--- config.mk ---
export PLATFORM = sky130hd
export DESIGN_NAME = joint_window_stillness_detector
export DESIGN_NICKNAME = d
export VERILOG_FILES = /design/src/hdl/jwsd_pkg.sv /design/src/hdl/jwsd_ram.sv /design/src/hdl/joint_window_stillness_detector.sv
export SDC_FILE = /design/constraint.sdc
export NUM_CORES = 2
export LEC_CHECK = 0
export BUFFER_PORTS_ARGS = -buffer_cell sky130_fd_sc_hd__buf_2
export CAP_MARGIN = 20
export CORE_AREA = 3 3 428 430
export CTS_CLUSTER_DIAMETER = 120
export DETAILED_ROUTE_END_ITERATION = 10
export DIE_AREA = 0 0 431 433
export PLACE_DENSITY_LB_ADDON = 0.15
export SLEW_MARGIN = 20
export SYNTH_ARGS = -nofsm -noshare
export SYNTH_HDL_FRONTEND = slang
export SYNTH_SLANG_ARGS = --single-unit
--- constraint.sdc ---
create_clock -name clk -period 16.2 [get_ports clk]
set_input_delay 0.81 -clock clk [delete_from_list [all_inputs] [get_ports clk]]
set_output_delay 0.81 -clock clk [all_outputs]
set_load 0.02 [all_outputs]
--- src/hdl/jwsd_pkg.sv ---
package jwsd_pkg;

  // joints per sample and samples per joint ring
  localparam int JOINT_COUNT   = 7;
  localparam int WINDOW_LENGTH = 10;

  // field widths
  localparam int POS_W = 32;
  localparam int THR_W = 16;

  // derived widths
  localparam int HIST_DEPTH = JOINT_COUNT * WINDOW_LENGTH;
  localparam int ADDR_W     = (HIST_DEPTH > 1) ? $clog2(HIST_DEPTH) : 1;
  localparam int JOINT_W    = (JOINT_COUNT > 1) ? $clog2(JOINT_COUNT) : 1;
  localparam int SLOT_W     = $clog2(WINDOW_LENGTH);
  localparam int SEEN_W     = $clog2(WINDOW_LENGTH + 1);
  localparam int IN_W       = JOINT_COUNT * POS_W;
  localparam int IN_BYTES_W = ((IN_W + 7) / 8) * 8;

  // reset value of the threshold register
  localparam logic [THR_W-1:0] THR_RESET = THR_W'(66);

endpackage

--- src/hdl/jwsd_ram.sv ---
module jwsd_ram #(
  parameter int WIDTH = 32,
  parameter int DEPTH = 70
) (
  input  logic                                    clk,
  input  logic                                    we,
  input  logic [((DEPTH > 1) ? $clog2(DEPTH) : 1)-1:0] waddr,
  input  logic [WIDTH-1:0]                        wdata,
  input  logic [((DEPTH > 1) ? $clog2(DEPTH) : 1)-1:0] raddr,
  output logic [WIDTH-1:0]                        rdata
);

  logic [WIDTH-1:0] mem [DEPTH];

  // one write port, one registered read port
  always_ff @(posedge clk) begin
    if (we) begin
      mem[waddr] <= wdata;
    end
    rdata <= mem[raddr];
  end

endmodule

--- src/hdl/joint_window_stillness_detector.sv ---
// sequence: a sample beat starts a sweep of the history memory through its single read port,
//   one entry per cycle, then a flush step and a done step that waits for the output register to be
//   free; no new sample is taken until the result has been handed over
// reset: ring pointer, fill count and handshakes clear, threshold returns to 66;
//   the history memory is not cleared, and its entries are compared only after every slot has been written
module joint_window_stillness_detector (
  input  logic                            clk,
  input  logic                            rst,
  // sample stream: joint0_position .. joint6_position, 32 bits each, lowest first
  input  logic                            s_tvalid,
  output logic                            s_tready,
  input  logic [jwsd_pkg::IN_BYTES_W-1:0] s_tdata,
  // result stream: bit 0 motion_detected, bits 7:1 zero
  output logic                            m_tvalid,
  input  logic                            m_tready,
  output logic [7:0]                      m_tdata,
  // threshold write channel: motion_threshold
  input  logic                            cfg_valid,
  output logic                            cfg_ready,
  input  logic [jwsd_pkg::THR_W-1:0]      cfg_data
);

  import jwsd_pkg::*;

  typedef enum logic [1:0] {
    ST_IDLE,
    ST_SWEEP,
    ST_FLUSH,
    ST_DONE
  } state_t;

  state_t                    state;
  logic signed [POS_W-1:0]   pos [JOINT_COUNT];
  logic [THR_W-1:0]          motion_threshold;
  logic [SLOT_W-1:0]         write_slot;
  logic [SEEN_W-1:0]         samples_seen;
  logic                      full;
  logic                      moving;
  logic [JOINT_W-1:0]        joint;
  logic [JOINT_W-1:0]        joint_d;
  logic [SLOT_W-1:0]         k;
  logic [ADDR_W-1:0]         addr;
  logic                      rd_valid_d;
  logic                      out_valid;
  logic                      out_moving;

  logic                      ram_we;
  logic [POS_W-1:0]          ram_rdata;
  logic signed [POS_W:0]     diff;
  logic signed [POS_W:0]     thr_pos;
  logic signed [POS_W:0]     thr_neg;
  logic                      hit;

  // handshakes
  assign s_tready  = (state == ST_IDLE);
  assign cfg_ready = 1'b1;
  assign m_tvalid  = out_valid;
  assign m_tdata   = {7'b0, out_moving};

  // new sample goes into the ring on the sweep step that lands on the write slot
  assign ram_we = (state == ST_SWEEP) && (k == write_slot);

  jwsd_ram #(
    .WIDTH (POS_W),
    .DEPTH (HIST_DEPTH)
  ) u_hist (
    .clk   (clk),
    .we    (ram_we),
    .waddr (addr),
    .wdata (pos[joint]),
    .raddr (addr),
    .rdata (ram_rdata)
  );

  // exact 33-bit deviation against the threshold on both sides
  always_comb begin
    diff    = {pos[joint_d][POS_W-1], pos[joint_d]} -
              {ram_rdata[POS_W-1], ram_rdata};
    thr_pos = $signed({{(POS_W + 1 - THR_W){1'b0}}, motion_threshold});
    thr_neg = -thr_pos;
    hit     = (diff > thr_pos) || (diff < thr_neg);
  end

  // threshold register
  always_ff @(posedge clk) begin
    if (rst) begin
      motion_threshold <= THR_RESET;
    end else if (cfg_valid && cfg_ready) begin
      motion_threshold <= cfg_data;
    end
  end

  // sequencer, ring pointer, fill count and result register
  always_ff @(posedge clk) begin
    if (rst) begin
      state        <= ST_IDLE;
      write_slot   <= '0;
      samples_seen <= '0;
      rd_valid_d   <= 1'b0;
      out_valid    <= 1'b0;
      moving       <= 1'b0;
      full         <= 1'b0;
      joint        <= '0;
      joint_d      <= '0;
      k            <= '0;
      addr         <= '0;
    end else begin
      // delayed read tag lines up with the registered read data
      rd_valid_d <= (state == ST_SWEEP) && (k != write_slot);
      joint_d    <= joint;

      // compare the entry read last cycle
      if (rd_valid_d && full && hit) begin
        moving <= 1'b1;
      end

      // result beat taken, unless a new one is loaded below
      if (out_valid && m_tready && (state != ST_DONE)) begin
        out_valid <= 1'b0;
      end

      unique case (state)
        ST_IDLE: begin
          if (s_tvalid) begin
            for (int i = 0; i < JOINT_COUNT; i++) begin
              pos[i] <= s_tdata[i*POS_W +: POS_W];
            end
            full   <= (samples_seen == SEEN_W'(WINDOW_LENGTH));
            moving <= 1'b0;
            joint  <= '0;
            k      <= '0;
            addr   <= '0;
            state  <= ST_SWEEP;
          end
        end
        ST_SWEEP: begin
          addr <= addr + ADDR_W'(1);
          if (k == SLOT_W'(WINDOW_LENGTH - 1)) begin
            k <= '0;
            if (joint == JOINT_W'(JOINT_COUNT - 1)) begin
              state <= ST_FLUSH;
            end else begin
              joint <= joint + JOINT_W'(1);
            end
          end else begin
            k <= k + SLOT_W'(1);
          end
        end
        ST_FLUSH: begin
          // last read is compared this cycle; advance the ring
          if (write_slot == SLOT_W'(WINDOW_LENGTH - 1)) begin
            write_slot <= '0;
          end else begin
            write_slot <= write_slot + SLOT_W'(1);
          end
          if (samples_seen != SEEN_W'(WINDOW_LENGTH)) begin
            samples_seen <= samples_seen + SEEN_W'(1);
          end
          state <= ST_DONE;
        end
        ST_DONE: begin
          // hand the result over once the output register is free
          if (!out_valid || m_tready) begin
            out_valid  <= 1'b1;
            out_moving <= moving;
            state      <= ST_IDLE;
          end
        end
        default: begin
          state <= ST_IDLE;
        end
      endcase
    end
  end

endmodule

# Word-level counts from Yosys, hierarchy flattened
# Memories as Yosys holds them, arrays and structs flattened. A register that Yosys moved wholly into a read port is not among the register bits.
# Cells that the tools add are included.
# classes
add_sub_neg	7
n_lt_le_gt_ge	2
eq_ne	16
n_mux	30
bitwise_logic	1
reduce_logical	17
# op_table
op	count
33-bit by 17-bit > comparator with 1-bit output	1
33-bit less-than comparator	1
16-bit negation with 33-bit output	1
32-bit by 32-bit subtractor with 33-bit output	1
3-bit 2-to-1 mux	6
7-bit one-hot mux with 2 select lines	1
4-bit by 1-bit adder with 4-bit output, second input constant	3
4-bit == test, second input constant	3
1-bit 2-to-1 mux	12
4-bit 2-to-1 mux	3
2-bit 2-to-1 mux	4
2-bit != test, second input constant	4
2-bit one-hot mux with 4 select lines	1
4-bit one-hot mux with 2 select lines	1
4-bit AND reduction	2
7-bit by 1-bit adder with 7-bit output, second input constant	1
7-bit 2-to-1 mux	1
1-bit logical AND	6
3-bit one-hot mux with 2 select lines	1
2-bit AND reduction	3
2-bit == test, second input constant	2
4-bit == test	1
2-bit by 1-bit != test with 1-bit output, second input constant	2
4-bit != test	1
10 further kinds	11
# totals
regBits	45
ramBits	2464
input_bits	245
output_inout_bits	11
elab_cells	87
n_memories	2
# mem_list
memory	depth	width	read_ports	rd_clocked_by_memory_dff	write_ports	line	source
u_hist.mem	70	32	1	1	1	jwsd_ram.sv:13	logic [WIDTH-1:0] mem [DEPTH];
pos	7	32	2	2	7	joint_window_stillness_detector.sv:33	logic signed [POS_W-1:0] pos [JOINT_COUNT];

# Longest topological paths before layout
# depth
ltp_word	7
depth_mapped	27
depth_no_buf	24

# Hierarchy
# Synthesis repeated with hierarchy kept, for this count alone.
# unflattened
cells_unflattened	5531
hier_area_um2	102386.9
# by_module_without_submodules
mod	n_inst	cells_each	area_each_um2	seq_area_each_um2
jwsd_ram	1	4235	86676.9	67905.1
joint_window_stillness_detector	1	1296	15710.1	7757.4

# Worst setup path after synthesis
# Ideal clock, no wire load.
# synth_path
path_kind	in2reg
start	input rst
end	memory pos[0][0], enable pin
setup_ps	814
arrival_time_ps	10532
required_ps	15386
slack_ps	4854
stages	3
path_buffers	2
cell_sequence	clkbuf_1 buf_1 nor2_1
# synth_rtl
element	line	source
start: declaration	joint_window_stillness_detector.sv:8	input logic rst,
end: declaration	joint_window_stillness_detector.sv:33	

==> key figures <==
Floorplanning
  – Cell row count: 156
  – Starting Density: 54.7%
  – Die width: 431 um
  – Core area: 180000 um^2
  – Die height: 433 um
  – I/O pin count: 256
  – Die area: 187000 um^2

Logic synthesis
  – Synth top area cells: edfxtp_1, a22oi_1, mux4_2
  – Count of cell types in the netlist: 82
  – Avg Inst Size Synth: 17.1 um^2
  – Async set or reset register ratio after synthesis: 0%
  – Synth Warn #: 0
  – Share of the synthesized area in the top cell type: 75.1%
  – Area leader, netlist: edfxtp_1
  – Ys flop type: edfxtp_1
  – Cells after Synth: 5776
  – Sequential share of the synthesized area: 76.8%
  – Count of state elements after synthesis: 2547
  – Post-Syn Area: 98500 um^2
  – Number of synthesized flops with an enable pin: 2465

Clock tree
  – Post-CTS Resized: 0
  – Num Clock Sinks: 2547
  – Clock transition at path regs: 0.07 ns
  – Worst-skew pair later-pin latency: 0.91 ns
  – Hold_buf cts: 0
  – CTS tree: built
  – Root buffer cell: clkbuf_16
  – Max Root-Sink Buffers: 3
  – Setup bufs post-CTS: 0
  – TritonCTS buffer count: 240
  – H-tree depth: 4

Worst setup path
  – Crit start category: flip-flop
  – Kind of critical path: flip-flop to flip-flop
  – CP endpoint kind: flip-flop
  – Crit-path max FO: 40
  – CP required: 16.99 ns
  – CP arrival: 7.03 ns

STA
  – Worst Tran Pin Value: 1.22 ns
  – Setup TNS: 0 ns
  – Final Cycle Share: 38.5%
  – Final hold violation count: 0
  – Layout Skew: 0.0815 ns
  – Slew margin rel.: 17.8%
  – Final setup fails: 0
  – Fin. max-slew vios: 0
  – Fin crit period: 6.24 ns
  – Max Clk Rate: 160 MHz
  – RSZ-0062 raised after global routing: no

Power and ir drop
  – Pleak: 34.7 nW
  – Max IR drop VDD: 121 uV
  – PwrDens: 155 nW/um^2

Cells and area
  – Design area: 111000 um^2
  – Fill cell total of the finished layout: 13000
  – Commonest non-fill, non-tap cell in the layout: edfxtp_1
  – Most frequent cells in the layout: edfxtp_1, a22oi_1, buf_2, clkbuf_16, buf_4
  – P&R area growth vs syn: 12.8%
  – Register area: 75700 um^2
  – Share of cells above drive strength 1: 17.3%
  – Multi-input logic area: 21600 um^2
  – Final #Nets: 6430

Detailed routing
  – First drt pass iteration count: 6
  – Routed wire length: 303000 um
  – Routed Antenna Nets: 0
  – DR vias: 58800
  – DRC: 0
  – Routed wire per std cell: 34.9 um
  – Via density per instance: 6.77
  – Initial DRC Count: 7957

Worst hold path
  – Worst min path class: input pin to flip-flop
  – Worst hold path startpoint: s_tdata[171]

Place
  – IO Port Bufs: 247
  – HPWL after DPL: 173000 um
  – Gp weighted congestion: 0.913
  – Cell Area, Placed: 103000 um^2

Global routing
  – Largest net degree at the start of global routing: 170
  – Vias in the first global route: 55100
  – Gr usage total: 31.9%
  – First-pass GRT wire length: 422000 um
  – Global route total overflow: 0
  – Antenna violations before repair: 39

Run
  – Maxcap violations: 0

Run status
  – Outcome: completed
## flip-flops by register name (all words and copies together), names as in the netlist, named ones only
register,cells
rd_valid_d,1
m_tvalid,1
addr,7
full,1
joint,3
pos,224
state,2
write_slot,4
motion_threshold,16
u_hist.mem,2240
u_hist.rdata,32
moving,1
k,4
samples_seen,4
out_moving,1
## per-stage QoR
step           utilization (%)  total power, mW  cells  hold WS, ns  setup WS (ns)
6_report                  61.7             17.3   8690       0.0941           9.96
2_1_floorplan                -             10.3   5782        0.432           4.85
4_1_cts                   61.7             17.2   8664       0.0262          10.02
3_5_place_dp              57.4             11.8   8219        0.506          10.02
3_3_place_gp              57.4             11.7   8219        0.502          10.03
5_1_grt                   61.7             17.8   8673       0.0526           9.55
## where the power goes
group / leakage, nW / switching [mW] / internal, mW
registers: 22.9 / 0.126 / 8.04
clock network: 3.73 / 2.45 / 3.06
logic: 8.06 / 2.58 / 0.995
total: 34.7 / 5.16 / 12.1
## worst paths after layout
check	endpoint	depth (start not counted)	slack, ns
worst max-delay path	moving	20	9.96
worst min-delay path	pos[5][11]	1	0.09
worst min register to register	samples_seen[3]	2	0.52
worst max register to register	moving	20	9.96
## cells in the mapped netlist (10+ instances only)
cell type / n
a31oi_1: 55
o2111ai_1: 17
a22o_1: 110
nor2_1: 200
a21o_1: 20
xor2_1: 16
edfxtp_1: 2465
o211ai_1: 57
nand2_1: 183
and2_1: 12
nor4_1: 13
buf_1: 76
o21ai_1: 31
o21ai_0: 147
ha_1: 92
a211oi_1: 21
mux2i_1: 121
a22oi_1: 770
clkbuf_1: 167
nor2b_1: 22
inv_1: 69
nand4_1: 151
o21a_1: 10
xnor2_1: 29
a41oi_1: 19
nor3_1: 34
a221oi_1: 140
buf_2: 124
buf_4: 10
mux4_2: 77
nand2b_1: 13
a21oi_1: 145
dfxtp_1: 82
nand3_1: 37
mux2_2: 114
## worst max-delay path, stage by stage, from the launching register on
cell	delay [ns]
dfxtp_4	0.67
buf_4	0.72
mux4_2	0.58
mux2_2	0.33
ha_1	0.39
nand2_1	0.10
o21ai_1	0.29
nand2_1	0.14
o21ai_1	0.28
nor2_1	0.16
ha_1	0.32
a21o_1	0.19
a211oi_1	0.31
o211ai_1	0.13
o21ai_0	0.35
a31oi_1	0.17
maj3_1	0.41
a21oi_1	0.22
a31o_2	0.18
o21ai_0	0.07
o31ai_1	0.11
## cell type report
cell class,instances,share of cell area (%)
flip-flops and latches,2547,68.1
multi-input cells,2788,19.5
clock buffers,293,5.58
well taps,2370,2.67
repair buffers,445,2.57
clock inverters,152,1.35
inverters,70,0.236
diodes,25,0.0563
## kinds of logic (layout without fill, tap and decap cells)
kind of cell	Yosys count	in the layout	synth area share (%)
AND/OR/NAND/NOR	718	718	3.57
multiplexers	314	314	4.31
XOR/XNOR	45	45	0.400
buffers and inverters	447	960	1.90
flip-flops	2547	2547	76.8
other	2	33	0.00762
AO/OA/AOI/OAI	1609	1609	11.8
adder cells (fa/ha/maj)	94	94	1.20
## per-layer routing
layer	part of all wire, %	global-route usage (%)	vias to the layer above
met5	0.065	0	-
li1	-	-	24500
met1	38	44.0	30100
met2	46	49.2	3706
met3	11	7.44	573
met4	4.7	13.8	28
No activity file was read; power rests on OpenSTA's default activity.
